### src/design/skvt_pkg.sv
// skvt_pkg: beat types, request/status codes and controller/datapath
// command and status structs for the sorted key/value table.
// No dependencies.
package skvt_pkg;

    localparam int POS_W = 5;

    // request codes
    localparam logic [1:0] REQ_INSERT = 2'd0;
    localparam logic [1:0] REQ_REMOVE = 2'd1;
    localparam logic [1:0] REQ_LOOKUP = 2'd2;
    localparam logic [1:0] REQ_UPDATE = 2'd3;

    // result status codes
    localparam logic [1:0] ST_OK      = 2'd0;
    localparam logic [1:0] ST_FULL    = 2'd1;
    localparam logic [1:0] ST_MISSING = 2'd2;

    // datapath operations
    localparam logic [3:0] DP_NOP    = 4'd0;
    localparam logic [3:0] DP_TAKE   = 4'd1;
    localparam logic [3:0] DP_SRCH   = 4'd2;
    localparam logic [3:0] DP_UP_LD  = 4'd3;
    localparam logic [3:0] DP_DN_LD  = 4'd4;
    localparam logic [3:0] DP_MOVE   = 4'd5;
    localparam logic [3:0] DP_PUT_KV = 4'd6;
    localparam logic [3:0] DP_PUT_V  = 4'd7;
    localparam logic [3:0] DP_DEC    = 4'd8;
    localparam logic [3:0] DP_RES    = 4'd9;

    typedef struct packed {
        logic [1:0]         req_type;
        logic signed [7:0]  key;
        logic signed [31:0] value;
    } req_t;

    typedef struct packed {
        logic [1:0]         status;
        logic signed [31:0] value_out;
        logic [POS_W-1:0]   position;
        logic [POS_W-1:0]   entry_count;
    } rsp_t;

    typedef struct packed {
        logic [3:0] op;
        logic [1:0] status;
        logic       keep_val;
    } dp_cmd_t;

    typedef struct packed {
        logic srch_done;
        logic move_done;
        logic full;
        logic eq;
    } dp_st_t;

endpackage

### src/design/skvt_datapath.sv
// skvt_datapath: key/value memories, fill count, walk unit for search and
// shifting, result register. Depends on skvt_pkg.
module skvt_datapath #(
    parameter int CAPACITY = 16
) (
    input  logic                               aclk,
    input  logic                               aresetn,
    input  skvt_pkg::req_t                     s_data,
    input  skvt_pkg::dp_cmd_t                  cmd,
    output skvt_pkg::dp_st_t                   st,
    output logic [$clog2(CAPACITY+1)-1:0]      fill_count,
    output skvt_pkg::rsp_t                     res
);

    localparam int AW = $clog2(CAPACITY);
    localparam int CW = $clog2(CAPACITY + 1);

    logic signed [7:0]  key_mem [CAPACITY];
    logic signed [31:0] val_mem [CAPACITY];

    logic [CW-1:0]      fill_reg;
    logic               pend_reg;
    logic signed [7:0]  key_reg;
    logic signed [31:0] val_reg;
    logic [CW-1:0]      ptr_reg;
    logic [CW-1:0]      left_reg;
    logic [CW-1:0]      tag_reg;
    logic               up_reg;
    logic signed [7:0]  rkey_reg;
    logic signed [31:0] rval_reg;
    logic [CW-1:0]      pos_reg;
    logic               eq_reg;
    logic signed [31:0] old_reg;
    skvt_pkg::rsp_t     res_reg;

    logic walking;
    logic issue;
    logic srch_hit;
    logic walk_end;
    logic res_ok;

    assign walking  = (cmd.op == skvt_pkg::DP_SRCH) || (cmd.op == skvt_pkg::DP_MOVE);
    assign issue    = walking && (left_reg != '0);
    assign srch_hit = pend_reg && (rkey_reg >= key_reg);
    assign walk_end = (left_reg == '0) && !pend_reg;
    assign res_ok   = (cmd.status == skvt_pkg::ST_OK);

    assign st.srch_done = srch_hit || walk_end;
    assign st.move_done = walk_end;
    assign st.full      = (fill_reg == CW'(CAPACITY));
    assign st.eq        = eq_reg;
    assign fill_count   = fill_reg;
    assign res          = res_reg;

    // control state
    always_ff @(posedge aclk) begin
        if (!aresetn) begin
            fill_reg <= '0;
            pend_reg <= 1'b0;
        end else begin
            unique case (cmd.op)
                skvt_pkg::DP_TAKE,
                skvt_pkg::DP_UP_LD,
                skvt_pkg::DP_DN_LD:  pend_reg <= 1'b0;
                skvt_pkg::DP_SRCH,
                skvt_pkg::DP_MOVE:   pend_reg <= issue;
                skvt_pkg::DP_PUT_KV: fill_reg <= fill_reg + CW'(1);
                skvt_pkg::DP_DEC:    fill_reg <= fill_reg - CW'(1);
                default: ;
            endcase
        end
    end

    // walk pointers, captured request, search result, output beat
    always_ff @(posedge aclk) begin
        unique case (cmd.op)
            skvt_pkg::DP_TAKE: begin
                key_reg  <= s_data.key;
                val_reg  <= s_data.value;
                ptr_reg  <= '0;
                left_reg <= fill_reg;
                up_reg   <= 1'b0;
            end
            skvt_pkg::DP_SRCH: begin
                if (issue) begin
                    ptr_reg  <= ptr_reg + CW'(1);
                    left_reg <= left_reg - CW'(1);
                    tag_reg  <= ptr_reg;
                end
                if (srch_hit || walk_end) begin
                    pos_reg <= srch_hit ? tag_reg : fill_reg;
                    eq_reg  <= srch_hit && (rkey_reg == key_reg);
                    old_reg <= rval_reg;
                end
            end
            skvt_pkg::DP_UP_LD: begin
                ptr_reg  <= fill_reg - CW'(1);
                left_reg <= fill_reg - pos_reg;
                up_reg   <= 1'b1;
            end
            skvt_pkg::DP_DN_LD: begin
                ptr_reg  <= pos_reg + CW'(1);
                left_reg <= fill_reg - pos_reg - CW'(1);
                up_reg   <= 1'b0;
            end
            skvt_pkg::DP_MOVE: begin
                if (issue) begin
                    ptr_reg  <= up_reg ? ptr_reg - CW'(1) : ptr_reg + CW'(1);
                    left_reg <= left_reg - CW'(1);
                    tag_reg  <= up_reg ? ptr_reg + CW'(1) : ptr_reg - CW'(1);
                end
            end
            skvt_pkg::DP_RES: begin
                res_reg.status      <= cmd.status;
                res_reg.value_out   <= (res_ok && cmd.keep_val) ? old_reg : '0;
                res_reg.position    <= res_ok ? skvt_pkg::POS_W'(pos_reg) : '0;
                res_reg.entry_count <= skvt_pkg::POS_W'(fill_reg);
            end
            default: ;
        endcase
    end

    // memory read port, data registered
    always_ff @(posedge aclk) begin
        if (issue) begin
            rkey_reg <= key_mem[ptr_reg[AW-1:0]];
            rval_reg <= val_mem[ptr_reg[AW-1:0]];
        end
    end

    // memory write port: shifted entry, new entry or new value
    always_ff @(posedge aclk) begin
        if ((cmd.op == skvt_pkg::DP_MOVE) && pend_reg) begin
            key_mem[tag_reg[AW-1:0]] <= rkey_reg;
            val_mem[tag_reg[AW-1:0]] <= rval_reg;
        end else if (cmd.op == skvt_pkg::DP_PUT_KV) begin
            key_mem[pos_reg[AW-1:0]] <= key_reg;
            val_mem[pos_reg[AW-1:0]] <= val_reg;
        end else if (cmd.op == skvt_pkg::DP_PUT_V) begin
            val_mem[pos_reg[AW-1:0]] <= val_reg;
        end
    end

endmodule

### src/design/skvt_ctrl.sv
// skvt_ctrl: request sequencer; drives datapath commands and beat valid/ready.
// Depends on skvt_pkg.
module skvt_ctrl (
    input  logic               aclk,
    input  logic               aresetn,
    input  logic               s_valid,
    output logic               s_ready,
    input  logic [1:0]         req_type,
    output logic               m_valid,
    input  logic               m_ready,
    input  skvt_pkg::dp_st_t   st,
    output skvt_pkg::dp_cmd_t  cmd
);

    localparam logic [2:0] S_IDLE = 3'd0;
    localparam logic [2:0] S_SRCH = 3'd1;
    localparam logic [2:0] S_PREP = 3'd2;
    localparam logic [2:0] S_MOVE = 3'd3;
    localparam logic [2:0] S_FIN  = 3'd4;
    localparam logic [2:0] S_RES  = 3'd5;

    logic [2:0] state_reg, state_next;
    logic [1:0] req_reg, req_next;
    logic [1:0] status_reg, status_next;
    logic       m_valid_reg, m_valid_next;

    assign s_ready = (state_reg == S_IDLE);
    assign m_valid = m_valid_reg;

    always_comb begin
        state_next   = state_reg;
        req_next     = req_reg;
        status_next  = status_reg;
        m_valid_next = m_valid_reg && !m_ready;
        cmd.op       = skvt_pkg::DP_NOP;
        cmd.status   = status_reg;
        cmd.keep_val = (req_reg != skvt_pkg::REQ_INSERT);
        unique case (state_reg)
            S_IDLE: begin
                if (s_valid) begin
                    cmd.op   = skvt_pkg::DP_TAKE;
                    req_next = req_type;
                    if ((req_type == skvt_pkg::REQ_INSERT) && st.full) begin
                        status_next = skvt_pkg::ST_FULL;
                        state_next  = S_RES;
                    end else begin
                        status_next = skvt_pkg::ST_OK;
                        state_next  = S_SRCH;
                    end
                end
            end
            S_SRCH: begin
                cmd.op = skvt_pkg::DP_SRCH;
                if (st.srch_done) begin
                    state_next = S_PREP;
                end
            end
            S_PREP: begin
                if (req_reg == skvt_pkg::REQ_INSERT) begin
                    cmd.op     = skvt_pkg::DP_UP_LD;
                    state_next = S_MOVE;
                end else if (!st.eq) begin
                    status_next = skvt_pkg::ST_MISSING;
                    state_next  = S_RES;
                end else if (req_reg == skvt_pkg::REQ_REMOVE) begin
                    cmd.op     = skvt_pkg::DP_DN_LD;
                    state_next = S_MOVE;
                end else if (req_reg == skvt_pkg::REQ_UPDATE) begin
                    cmd.op     = skvt_pkg::DP_PUT_V;
                    state_next = S_RES;
                end else begin
                    state_next = S_RES;
                end
            end
            S_MOVE: begin
                cmd.op = skvt_pkg::DP_MOVE;
                if (st.move_done) begin
                    state_next = S_FIN;
                end
            end
            S_FIN: begin
                cmd.op     = (req_reg == skvt_pkg::REQ_INSERT) ? skvt_pkg::DP_PUT_KV
                                                               : skvt_pkg::DP_DEC;
                state_next = S_RES;
            end
            S_RES: begin
                if (!m_valid_reg || m_ready) begin
                    cmd.op       = skvt_pkg::DP_RES;
                    m_valid_next = 1'b1;
                    state_next   = S_IDLE;
                end
            end
            default: begin
                state_next = S_IDLE;
            end
        endcase
    end

    always_ff @(posedge aclk) begin
        if (!aresetn) begin
            state_reg   <= S_IDLE;
            req_reg     <= skvt_pkg::REQ_INSERT;
            status_reg  <= skvt_pkg::ST_OK;
            m_valid_reg <= 1'b0;
        end else begin
            state_reg   <= state_next;
            req_reg     <= req_next;
            status_reg  <= status_next;
            m_valid_reg <= m_valid_next;
        end
    end

endmodule

### src/design/sorted_key_value_table_unit.sv
// sorted_key_value_table_unit: top level of the sorted key/value table.
// Instantiates skvt_ctrl and skvt_datapath; uses skvt_pkg.
//
// Holds up to CAPACITY entries sorted ascending by signed 8-bit key, in a
// pair of single-port-write memories. Each request beat (insert, remove,
// lookup, update) gives exactly one result beat. One request is worked at a
// time: the search walks the table from index 0, one memory read per cycle,
// and stops at the first key not below the request key, or at the end of
// the table. Insert then shifts the entries from the slot upward up by one
// and remove shifts the entries above the slot down, one entry per cycle
// through the registered read port. An insert into a full table skips
// the search and answers with the full status. The result register frees
// the input side: the next request beat is taken as soon as the current
// one is finished, even while its result beat still waits for m_ready.
// Memories need no clearing; entries are only read below the fill count.
module sorted_key_value_table_unit #(
    parameter int CAPACITY = 16
) (
    input  logic            aclk,
    input  logic            aresetn,
    input  logic            s_valid,
    output logic            s_ready,
    input  skvt_pkg::req_t  s_data,
    output logic            m_valid,
    input  logic            m_ready,
    output skvt_pkg::rsp_t  m_data
);

    localparam int CW = $clog2(CAPACITY + 1);

    skvt_pkg::dp_cmd_t dp_cmd;
    skvt_pkg::dp_st_t  dp_st;
    logic [CW-1:0]     fill;

    // sequencer: one request at a time
    skvt_ctrl u_ctrl (
        .aclk     (aclk),
        .aresetn  (aresetn),
        .s_valid  (s_valid),
        .s_ready  (s_ready),
        .req_type (s_data.req_type),
        .m_valid  (m_valid),
        .m_ready  (m_ready),
        .st       (dp_st),
        .cmd      (dp_cmd)
    );

    // memories, walk unit and result register
    skvt_datapath #(
        .CAPACITY (CAPACITY)
    ) u_dp (
        .aclk       (aclk),
        .aresetn    (aresetn),
        .s_data     (s_data),
        .cmd        (dp_cmd),
        .st         (dp_st),
        .fill_count (fill),
        .res        (m_data)
    );

    // fill count stays within the table
    a_fill_bound: assert property (@(posedge aclk) disable iff (!aresetn)
        fill <= CW'(CAPACITY))
        else $error("fill count above capacity");

    // fill count moves by one entry at most per cycle
    a_fill_step: assert property (@(posedge aclk) disable iff (!aresetn)
        $past(aresetn) && !$stable(fill) |->
            (fill == $past(fill) + CW'(1)) || (fill == $past(fill) - CW'(1)))
        else $error("fill count jumped");

    // a miss reports no value and no position
    a_miss_zero: assert property (@(posedge aclk) disable iff (!aresetn)
        m_valid && (m_data.status == skvt_pkg::ST_MISSING) |->
            (m_data.value_out == '0) && (m_data.position == '0))
        else $error("miss result carries data");

endmodule
### config.mk
export PLATFORM = sky130hd
export DESIGN_NAME = sorted_key_value_table_unit
export DESIGN_NICKNAME = d
export VERILOG_FILES = /design/src/design/skvt_pkg.sv /design/src/design/skvt_datapath.sv /design/src/design/skvt_ctrl.sv /design/src/design/sorted_key_value_table_unit.sv
export SDC_FILE = /design/constraint.sdc
export NUM_CORES = 1
export LEC_CHECK = 0
export ABC_CLOCK_PERIOD_IN_PS = 5900
export BUFFER_PORTS_ARGS = -buffer_cell sky130_fd_sc_hd__buf_2
export CAP_MARGIN = 20
export CORE_MARGIN = 3
export CORE_UTILIZATION = 40
export CTS_CLUSTER_DIAMETER = 150
export CTS_CLUSTER_SIZE = 40
export DETAILED_ROUTE_END_ITERATION = 16
export PLACE_DENSITY_LB_ADDON = 0.05
export SYNTH_ARGS = -nofsm -noshare
export SYNTH_HDL_FRONTEND = slang
export SYNTH_SLANG_ARGS = --single-unit
export TNS_END_PERCENT = 1
### constraint.sdc
create_clock -name aclk -period 5.9 [get_ports aclk]
set_input_delay 0.885 -clock aclk [delete_from_list [all_inputs] [get_ports aclk]]
set_output_delay 0.885 -clock aclk [all_outputs]
set_load 0.02 [all_outputs]
==> impl_metrics.py <==
metrics = {
    "synthesis": {
        "synth_fp_nets": 1587,
        "synth-seq-cells": 832,
        "synth_edf_count": 818,
        "synth_async_sr_flop_share_pct": 0,
        "avgSynthCellArea_um2": 21.3,
        "ys_warn_count": 0,
        "syn_inst": 1521,
        "ys_types": 56,
        "synthesis.area_mm2": 0.0324,
        "synth_top_flop_cell": "edfxtp_1",
        "yosysSeqAreaShare_pct": 76.8,
    },
    "layout": {
        "largest_register_ff_count": 512,
        "final_cell_mix": "818 x edfxtp_1, 200 x mux4_2, 91 x buf_2, 41 x nor2_1, 40 x buf_4",
        "final_cells": 2675,
        "multi_input_area_mm2": 0.00728,
        "seqCellArea_mm2": 0.0248,
        "area_delta_synth_final_pct": 8.54,
        "nNetsFinal": 1673,
        "layout-drive-gt1-share_pct": 26.4,
        "fill_cells": 6715,
        "mostFrequentLayoutCell": "edfxtp_1",
        "diodes": 0,
    },
    "grt": {
        "grt_start_max_net_pins": 87,
        "grt_first_pass_wirelength_um": 111000,
        "antenna_found_initial": 0,
        "grt_pass1_vias": 15440,
        "grt.total_usage_pct": 17.8,
        "overflow": 0,
    },
    "clock_network": {
        "holdBufCountCts": 0,
        "clock_latency_ps": 640,
        "post_cts_buffers": 0,
        "cts_tree": "yes",
        "cts_resized": 0,
        "clkSinkCount": 832,
        "clkSlewWorstSetupHoldPaths_ps": 160,
        "ctsHtreeMaxLevel": 1,
        "clockRootBuffer": "clkbuf_16",
        "clockBufferDepth": 3,
        "cts_buffers": 24,
    },
    "placed_design": {
        "portBuffers": 91,
        "gp_congestion": 0.803,
        "post-place-ws_ps": 1710,
        "numPlacedInstances": 2630,
        "hpwlAfterDp_um": 46400,
    },
    "worst_setup_path": {
        "worst_path_most_repeated_cell": "nor2_4",
        "worstPathMaxFanout": 24,
        "cp-end-kind": "flop",
        "start_kind": "flop",
        "worstPathCellList": "nand3_1, o2bb2a_1, nor2_4, a31oi_1, nor2_4, buf_4",
        "critPathArrivalTime_ps": 4510,
        "critPathKind": "flop to flop",
        "critPathMaxStageDelay_ps": 910,
        "crit_slowest_cell": "nor2_4",
        "crit_required_ps": 6230,
    },
    "drt": {
        "drt-pass1-iter-count": 5,
        "ant_nets": 0,
        "via_count": 14903,
        "wl_per_cell_um": 28.4,
        "drtIter0Drc": 1424,
        "routed_wl_um": 75900,
        "remaining_drc_errors": 0,
        "viasPerCell": 5.57,
    },
    "timing": {
        "setup_viol": 0,
        "rsz0062_at_grt": "no",
        "min_period_ps": 4190,
        "worst_pin_slew_ps": 1030,
        "worst_slew_margin_rel_pct": 31.0,
        "fin_worst_skew_ps": 38.3,
        "finalWorstSetupSlack_ps": 1710,
        "finalHoldViolCount": 0,
        "period_share_pct": 71.0,
        "finalMaxSlewViolations": 0,
        "max_freq_mhz": 239,
        "setup_tns_ps": 0,
    },
    "job": {
        "maxCapViolCount": 0,
    },
    "floorplan": {
        "die_h_um": 290,
        "die-area_mm2": 0.0844,
        "chipWidth_um": 290,
        "ios": 92,
        "core-area_mm2": 0.0795,
        "start_util_pct": 40.7,
        "rows": 103,
    },
    "power": {
        "power.total_mw": 14.8,
        "peakVddDrop_uv": 359,
        "p_per_area_mw_per_mm2": 421,
        "p_leak_nw": 10.9,
    },
    "hold_path": {
        "hp-class": "primary input to flop",
    },
    "run_status": {
        "status": "completed",
    },
}
## critical path: cells and delay by family, from the launching register on
kind,cells,cell delay (ps)
AOI/OAI and AO/OA,2,960
buffers and inverters,1,390
DFF,1,720
and+or+nand+nor,3,1790
## where the power goes
group	leakage, nW	internal [mW]	switching (mW)	total, mW
sequential	7.53	7.67	0.256	7.93
clock	0.334	0.820	1.68	2.50
combinational	3.05	1.80	2.55	4.35
## area by class of cell
type                    instances  share of cell area [%]
multi-input cells             585                    20.7
repair buffers                137                    2.54
clock inverters                 1                  0.0249
inverters                      27                   0.288
flip-flops and latches        832                    70.7
well taps                    1050                    3.74
clock buffers                  43                    1.97
## stage by stage
step | area (µm²) | util [%] | hold WS, ps
6_report | 35100 | 44.2 | 420
5_1_grt | 35100 | 44.2 | 373
4_1_cts | 35100 | 44.1 | 377
3_5_place_dp | 34400 | 43.3 | 439
3_3_place_gp | 34300 | 43.2 | 434
2_1_floorplan | 32400 | - | 406
## cells in the mapped netlist, types with 3 or more instances
cell      instances  area share (%)
edfxtp_1        818              76
mux4_2          200              14
nor2_1           61            0.71
clkbuf_1         50            0.58
mux2_2           37             1.3
nand2_1          36            0.42
and3_1           34            0.66
inv_1            27            0.31
o21ai_0          24            0.37
buf_2            23            0.36
ha_1             19            0.73
nor3_1           18            0.28
a31oi_1          14            0.27
dfxtp_1          14            0.87
xnor2_1          14            0.38
xor2_1           13            0.35
a21oi_1          12            0.19
and2_1            7            0.14
nand3_1           7            0.11
nor2b_1           7            0.14
mux2i_1           6            0.19
nand2b_1          6            0.12
nor4_1            6            0.12
a211oi_1          4           0.093
a21boi_0          4           0.093
a21o_1            4           0.093
buf_1             4           0.046
nand4_1           4           0.077
o221ai_1          4            0.11
a22oi_1           3           0.070
a32oi_1           3           0.081
a41oi_1           3           0.081
nand3b_1          3           0.070
nor3b_1           3           0.070
o22ai_1           3           0.058
or4_1             3           0.070
## worst paths after layout
check                      startpoint                  to  slack [ps]  depth (start not counted)
setup / recovery  u_ctrl.state_reg[1]  u_dp.val_mem[5][0]        1710                          6
hold / removal             s_data[12]    u_dp.val_reg[12]         420                          1
setup reg to reg  u_ctrl.state_reg[1]  u_dp.val_mem[5][0]        1710                          6
hold reg to reg      u_dp.rval_reg[6]     u_dp.old_reg[6]         460                          0
## cell families after synthesis
kind of cell,synth area share (%)
simple gates,3.15
flops,76.8
buf+inv,1.29
fa+ha+maj,0.796
mux,15.4
compound gates,1.88
xor+xnor,0.731
## routing by layer
metal  GRT usage [%]  routed length [µm]
met1            26.2               34800
met2            29.6               37100
met3            1.83                2890
met4            2.94                1110
met5               0                   0
No activity file was read; power rests on OpenSTA's default activity.
